`src/design/kmcs_pkg.sv`:
```
package kmcs_pkg;

   // fixed field widths
   localparam int SAMPLE_W    = 16;
   localparam int DIST_W      = SAMPLE_W + 1;
   localparam int RANK_W      = 4;
   localparam int INDEX_W     = 8;
   localparam int CFG_COUNT_W = 9;
   localparam int CFG_GAP_W   = 15;
   localparam int CFG_LIMIT_W = 8;
   localparam int CSR_IDX_W   = 2;
   localparam int CSR_DATA_W  = 15;

   // command codes
   localparam logic CMD_LOAD = 1'b0;
   localparam logic CMD_RUN  = 1'b1;

   // register indexes
   localparam logic [CSR_IDX_W-1:0] CSR_SAMPLE_COUNT = 2'd0;
   localparam logic [CSR_IDX_W-1:0] CSR_GAP          = 2'd1;
   localparam logic [CSR_IDX_W-1:0] CSR_LIMIT        = 2'd2;

   // register reset values
   localparam logic [CFG_COUNT_W-1:0] RST_SAMPLE_COUNT = 9'd100;
   localparam logic [CFG_GAP_W-1:0]   RST_GAP          = 15'd4;
   localparam logic [CFG_LIMIT_W-1:0] RST_LIMIT        = 8'd255;

   // seeding starts this many samples into the store
   localparam int SEED_OFFSET = 3;

   typedef struct packed {
      logic                       cmd;
      logic [INDEX_W-1:0]         sample_index;
      logic signed [SAMPLE_W-1:0] sample_value;
   } req_type;

   typedef struct packed {
      logic [RANK_W-1:0]          cluster_rank;
      logic signed [SAMPLE_W-1:0] center_value;
      logic [SAMPLE_W-1:0]        spread_value;
      logic                       converged;
      logic                       last;
   } rsp_type;

   // sample travelling down the chain with the best match so far
   typedef struct packed {
      logic                       valid;
      logic signed [SAMPLE_W-1:0] sample;
      logic [DIST_W-1:0]          near_d;
      logic [RANK_W-1:0]          idx;
   } tok_type;

   // broadcast control to every cell
   typedef struct packed {
      logic                       clear;
      logic                       load_en;
      logic [RANK_W-1:0]          load_idx;
      logic signed [SAMPLE_W-1:0] load_val;
      logic                       sort_en;
      logic                       sort_phase;
      logic                       shift_en;
   } ctl_type;

   // |a - b| of two signed samples
   function automatic logic [DIST_W-1:0] abs_diff(logic signed [SAMPLE_W-1:0] a,
                                                  logic signed [SAMPLE_W-1:0] b);
      logic [DIST_W-1:0] d;
      d = {a[SAMPLE_W-1], a} - {b[SAMPLE_W-1], b};
      return d[DIST_W-1] ? (~d + 1'b1) : d;
   endfunction

endpackage

```
`src/design/kmcs_cell.sv`:
```
module kmcs_cell import kmcs_pkg::*; #(
   parameter int CELL_ID  = 0,
   parameter int CLUSTERS = 10,
   parameter int SUM_W    = 24,
   parameter int CNT_W    = 9
) (
   input  logic                       clock,
   input  logic                       reset,
   input  ctl_type                    ctl,
   input  tok_type                    tok_in,
   output tok_type                    tok_out_ff,
   input  tok_type                    acc,
   input  logic signed [SAMPLE_W-1:0] left_center,
   input  logic signed [SAMPLE_W-1:0] right_center,
   output logic signed [SAMPLE_W-1:0] center_ff,
   output logic signed [SUM_W-1:0]    sum_ff,
   output logic [CNT_W-1:0]           count_ff
);

   localparam logic [RANK_W-1:0] MY_ID  = RANK_W'(CELL_ID);
   localparam logic              ID_ODD = 1'(CELL_ID % 2);
   localparam logic              HAS_R  = (CELL_ID + 1 < CLUSTERS);
   localparam logic              HAS_L  = (CELL_ID > 0);

   tok_type                    tok_in_nx;
   logic [DIST_W-1:0]          cur_d;
   logic signed [SAMPLE_W-1:0] center_in;
   logic signed [SUM_W-1:0]    sum_in;
   logic [CNT_W-1:0]           count_in;

   // nearest-center compare; strict less keeps the lower-numbered center on a tie
   always_comb begin
      cur_d     = abs_diff(tok_in.sample, center_ff);
      tok_in_nx = tok_in;
      if (cur_d < tok_in.near_d) begin
         tok_in_nx.near_d = cur_d;
         tok_in_nx.idx    = MY_ID;
      end
   end

   // member accumulation from the chain tail
   always_comb begin
      sum_in   = sum_ff;
      count_in = count_ff;
      if (ctl.clear) begin
         sum_in   = '0;
         count_in = '0;
      end else if (acc.valid && acc.idx == MY_ID) begin
         sum_in   = sum_ff + {{(SUM_W-SAMPLE_W){acc.sample[SAMPLE_W-1]}}, acc.sample};
         count_in = count_ff + 1'b1;
      end
   end

   // center: load, odd-even compare-exchange, or shift toward the head
   always_comb begin
      center_in = center_ff;
      if (ctl.load_en && ctl.load_idx == MY_ID) begin
         center_in = ctl.load_val;
      end else if (ctl.sort_en) begin
         if (HAS_R && ID_ODD == ctl.sort_phase) begin
            if (right_center < center_ff) begin
               center_in = right_center;
            end
         end else if (HAS_L && ID_ODD != ctl.sort_phase) begin
            if (left_center > center_ff) begin
               center_in = left_center;
            end
         end
      end else if (ctl.shift_en && HAS_R) begin
         center_in = right_center;
      end
   end

   always_ff @(posedge clock) begin
      if (reset) begin
         tok_out_ff <= '0;
         center_ff  <= '0;
         sum_ff     <= '0;
         count_ff   <= '0;
      end else begin
         tok_out_ff <= tok_in_nx;
         center_ff  <= center_in;
         sum_ff     <= sum_in;
         count_ff   <= count_in;
      end
   end

endmodule

```
`config.mk`:
```
export PLATFORM = sky130hd
export DESIGN_NAME = kmcs_cell
export DESIGN_NICKNAME = d
export VERILOG_FILES = /design/src/design/kmcs_pkg.sv /design/src/design/kmcs_cell.sv
export SDC_FILE = /design/constraint.sdc
export NUM_CORES = 1
export LEC_CHECK = 0
export ABC_AREA = 1
export BUFFER_PORTS_ARGS = -buffer_cell sky130_fd_sc_hd__buf_2
export CAP_MARGIN = 20
export CORE_UTILIZATION = 25
export CTS_CLUSTER_SIZE = 40
export DETAILED_ROUTE_END_ITERATION = 8
export MAX_ROUTING_LAYER = met4
export SYNTH_ARGS = -nofsm -noshare
export SYNTH_HDL_FRONTEND = slang
export SYNTH_SLANG_ARGS = --single-unit
```
`constraint.sdc`:
```
create_clock -name clock -period 12.29 [get_ports clock]
set_input_delay 2.458 -clock clock [delete_from_list [all_inputs] [get_ports clock]]
set_output_delay 2.458 -clock clock [all_outputs]
set_load 0.02 [all_outputs]
```
Word level (Yosys, flattened, before mapping)
Index checks and enable logic that the tools add are counted.
{"block": "classes", "n_eq_ne": 2, "n_bitwise": 1, "order_cmp": 2, "mux": 7, "reduce_logical": 8, "addsub": 4}
{"op": "16-bit two-way mux", "n": 5}
{"op": "24-bit adder", "n": 1}
{"op": "21-bit two-way mux", "n": 1}
{"op": "17-bit by 1-bit adder with 17-bit output, second input constant", "n": 1}
{"op": "17-bit less-than comparator", "n": 1}
{"op": "17-bit two-way mux", "n": 1}
{"op": "17-bit inverter", "n": 1}
{"op": "16-bit by 16-bit subtractor with 17-bit output", "n": 1}
{"op": "16-bit less-than comparator", "n": 1}
{"op": "9-bit by 1-bit adder with 9-bit output, second input constant", "n": 1}
{"op": "4-bit zero test", "n": 2}
{"op": "2-bit OR reduction", "n": 2}
{"op": "3-bit by 1-bit != test with 1-bit output, second input constant", "n": 1}
{"op": "3-bit by 2-bit != test with 1-bit output, second input constant", "n": 1}
{"op": "3-bit AND reduction", "n": 1}
{"op": "3-bit nonzero test", "n": 1}
{"op": "1-bit logical AND", "n": 2}
{"block": "totals", "word_cells": 31, "ff_bits": 87, "out_inout_bits": 87, "in_bits": 135}

Depth between registers and ports, before layout
{"block": "depth", "word_depth": 6, "depth_mapped": 29, "depth_no_buf": 29}

Worst setup path before layout
OpenSTA, ideal clock, no wires.
{"block": "synth_timing", "kind": "input to register", "start": "in tok_in[21] (netlist name)", "end": "reg tok_out_ff[10] (netlist name)", "t_arrival_ns": 5.680, "path_buffers": 1, "setup_time_ns": 0.075, "path_slack_ns": 6.536, "cell_stages": 22, "required_ns": 12.215, "path_cell_list": "inv_1 > ha_1 > fa_1 > ha_1 > a21boi_0 > nand3_1 > nor2_2 > nand3_2 > nor2_2 > nand3_1 > nand2_1 > nand2_1 > and2_1 > ha_1 > a21oi_1 > o21ai_0 > nor2_1 > nand3_1 > nor2_1 > buf_4 > nand2_1 > o21ai_0"}
{"block": "synth_via", "elab_chain_len": 6}
{"element": "start, declared", "line_no": "kmcs_cell.sv:10", "text": "input tok_type tok_in,"}
{"element": "16-bit by 16-bit subtractor with 17-bit output (*)", "line_no": "kmcs_pkg.sv:68", "text": "d = {a[SAMPLE_W-1], a} - {b[SAMPLE_W-1], b};"}
{"element": "17-bit inverter", "line_no": "kmcs_pkg.sv:69", "text": "return d[DIST_W-1] ? (~d + 1'b1) : d;"}
{"element": "17-bit by 1-bit adder with 17-bit output", "line_no": "kmcs_pkg.sv:69"}
{"element": "17-bit two-way mux (*)", "line_no": "kmcs_pkg.sv:69"}
{"element": "17-bit less-than comparator", "line_no": "kmcs_cell.sv:35", "text": "if (cur_d < tok_in.near_d) begin"}
{"element": "21-bit two-way mux (*)", "line_no": "kmcs_cell.sv:35"}
{"element": "end signal, assigned", "line_no": "kmcs_cell.sv:81", "text": "tok_out_ff <= tok_in_nx;"}
{"element": "end, declared", "line_no": "kmcs_cell.sv:11", "text": "output tok_type tok_out_ff,"}
Mark *: on every way between the ends. The rest lies on a longest branch, timed or not.
A chain may end at the register's enable or synchronous reset.

Worst setup path after layout
{"block": "layout_timing", "start": "in tok_in[21] (netlist name)", "end": "reg tok_out_ff[9] (netlist name)"}
The elaborated chain is that of the path after synthesis.

==> impl_metrics.env <==
export IMPL_status="completed"
export IMPL_min_period_over_period_pct=51.2
export IMPL_wl_met3_microns=809
export IMPL_h_tree_depth=3
export IMPL_die_h_microns=167
export IMPL_synth_edff_count=0
export IMPL_rows=60
export IMPL_top_layer_used="met4"
export IMPL_powerDensity_nw_per_um2=120
export IMPL_via_per_inst=4.44
export IMPL_io_buffers=188
export IMPL_layout_min_cycle_time_ns=6.29
export IMPL_initial_core_util_pct=25.4
export IMPL_power_leakage_nw=4.69
export IMPL_syn_nets=1263
export IMPL_tightest_slew_ns=1.01
export IMPL_synth_ff_type="dfxtp_1"
export IMPL_detail_route_antenna_nets=0
export IMPL_grt_ovfl_total=0
export IMPL_drtIter0Drc=282
export IMPL_cts_root_buffer="clkbuf_16"
export IMPL_ys_warn_count=0
export IMPL_vias=7052
export IMPL_critPathLaunchType="input pin"
export IMPL_hpwl_microns=16900
export IMPL_dieArea_sq_um=28000
export IMPL_final_layout_size_suffix_gt1_share_pct=19.0
export IMPL_finalSetupViolCount=0
export IMPL_tritoncts="done"
export IMPL_worst_setup_path_end_kind="register"
export IMPL_setup_worst_path_class="in -> reg"
export IMPL_grt_max_degree=37
export IMPL_cts_buffers=9
export IMPL_hold_buffers=0
export IMPL_timing_final_max_slew_violations=0
export IMPL_design_core_area_sq_um=26900
export IMPL_syn_cell_area_sq_um=6830
export IMPL_areaGrowthSynthToFinish_pct=24.2
export IMPL_route_met2_wl_microns=10200
export IMPL_cts_buffer_depth=2
export IMPL_post_cts_buffers=0
export IMPL_max_cap_violations=0
export IMPL_skew_ns=0.00741
export IMPL_nets=1448
export IMPL_ys_seq_elements=87
export IMPL_peakVddDrop_v=0.0000711
export IMPL_clk_latency_ns=0.35
export IMPL_pin_count=222
export IMPL_critPathArrivalTime_ns=6.54
export IMPL_synth_cell_types=48
export IMPL_fin_hold_ws_ns=0.451
export IMPL_clk_pin_slew_ns=0.07
export IMPL_cp_max_fo=10
export IMPL_worstPathRequired_ns=12.55
export IMPL_grt_setup_unrepaired="false"
export IMPL_dieWidth_microns=167
export IMPL_slew_headroom_pct=32.4
export IMPL_gp_congestion=0.894
export IMPL_cts_repair_resized=0
export IMPL_first_pass_iters=5
export IMPL_drcViolationCount=0
export IMPL_tns_ns=0
export IMPL_async_flop_share_pct=0
export IMPL_antenna_found_initial=3
export IMPL_hold_viol=0
export IMPL_maxClockFrequency_mhz=159
export IMPL_seq_area_frac_synth_pct=25.5
export IMPL_grt_first_pass_wirelength_microns=33400
export IMPL_grt_pass1_vias=6716
export IMPL_drt_wl_total_microns=20600
export IMPL_cts_sinks=87
export IMPL_syn_inst=1054
export IMPL_wl_met1_microns=9310
export IMPL_wire_per_inst_microns=13.0
export IMPL_syn_area_per_cell_sq_um=6.48
export IMPL_grt_use_total_pct=15.5
export IMPL_hold_path_class="reg -> reg"
[metrics by stage]
stage	cells	worst slack (ns)	cell area, sq um	util (%)	total power, mW
6_report	1588	6.00	8480	31.5	1.02
3_3_place_gp	1567	5.38	8130	30.2	0.727
4_1_cts	1584	5.94	8440	31.4	1.04
3_5_place_dp	1568	5.61	8140	30.3	0.734
5_1_grt	1588	5.55	8480	31.5	1.11
2_1_floorplan	1054	6.54	6830	-	0.617
[final cells by class]
cell class | instances | area (sq um)
diodes | 3 | 7.51
inverters | 182 | 686
repair buffers | 193 | 998
clock inverters | 6 | 67.6
well taps | 341 | 427
flip-flops and latches | 87 | 1740
multi-input cells | 766 | 4310
fillers | 3023 | 18400
clock buffers | 10 | 239
[Yosys cell counts, types with 2 or more instances]
master    count  area share, %
a211oi_1      3           0.33
a21boi_0      2           0.22
a21o_1        8           0.88
a21oi_1      63            4.6
a31o_2        2           0.26
a31oi_1       3           0.27
and2_1        3           0.27
buf_2         5           0.37
clkbuf_1     11           0.60
dfxtp_1      87             26
fa_1          2           0.59
ha_1         72             13
inv_1       179            9.8
mux2i_1      15            2.2
nand2_1     254             14
nand2_2       5           0.46
nand3_1      59            4.3
nand3_2       5           0.73
nand3b_1      5           0.55
nand4_1      14            1.3
nor2_1      114            6.3
nor2_2        5           0.46
nor3_1       12           0.88
nor4_1        3           0.27
o211ai_1      9           0.99
o21a_1        6           0.66
o21ai_0      53            3.9
o21ai_1       5           0.37
o21ai_2       2           0.26
o21bai_1      9           0.99
or2_1         2           0.18
or2_2         4           0.37
xnor2_1       3           0.38
xor2_1       16            2.1
[sequential cells by signal (all words and copies together) (netlist names)]
signal / flops
sum_ff: 24
count_ff: 9
tok_out_ff: 38
center_ff: 16
[worst max-delay path, stage by stage]
cell,delay (ns)
buf_2,0.10
inv_1,0.05
ha_1,0.22
fa_1,0.57
ha_1,0.19
a21boi_0,0.25
nand3_1,0.15
nor2_2,0.14
nand3_2,0.11
nor2_2,0.11
nand3_1,0.15
nand2_1,0.09
nand2_1,0.06
and2_1,0.14
ha_1,0.29
a21oi_1,0.15
o21ai_0,0.11
nor2_1,0.16
nand3_1,0.12
nor2_1,0.51
buf_4,0.28
nand2_1,0.06
o21ai_0,0.08
[cells in the final DEF (no fill, tap or decap), drive strengths merged, types with 12 or more instances in the layout]
cell     n
nand3   64
buf    193
o21ai   60
dfxtp   87
mux2i   15
a21oi   64
nor2   119
nor3    12
nand2  260
xor2    16
inv    183
nand4   14
ha      72
[routing by layer]
layer  up-vias  global-route usage (%)
li1       3765                       -
met1      3121                    17.7
met2       147                    27.4
met3        19                    2.84
met4         0                    4.67
met5         -                       -
[power breakdown]
group / switching [mW] / total (mW) / internal (mW)
logic: 0.257 / 0.397 / 0.140
clock network: 0.128 / 0.293 / 0.165
registers: 0.0113 / 0.325 / 0.314
total: 0.397 / 1.01 / 0.618
[worst paths after layout]
kind / slack [ns] / cells after the start / to / start
worst max register to register: 7.87 / 21 / tok_out_ff[9] / center_ff[0]
worst min register to register: 0.45 / 1 / count_ff[8] / count_ff[8]
worst min-delay path: 0.45 / 1 / count_ff[8] / count_ff[8]
worst max-delay path: 6.00 / 23 / tok_out_ff[9] / tok_in[21]
[cell families (layout without fill, tap and decap cells)]
family | count (synthesis) | count (layout) | share of synthesized area, %
multiplexers | 15 | 15 | 2.20
AND/OR/NAND/NOR | 489 | 489 | 30.5
buffers and inverters | 201 | 391 | 11.3
adder cells (fa/ha/maj) | 74 | 74 | 13.8
other | 0 | 3 | 0
AO/OA/AOI/OAI | 169 | 169 | 14.2
flip-flops | 87 | 87 | 25.5
XOR/XNOR | 19 | 19 | 2.44
Power figures use the tool's default switching activity.
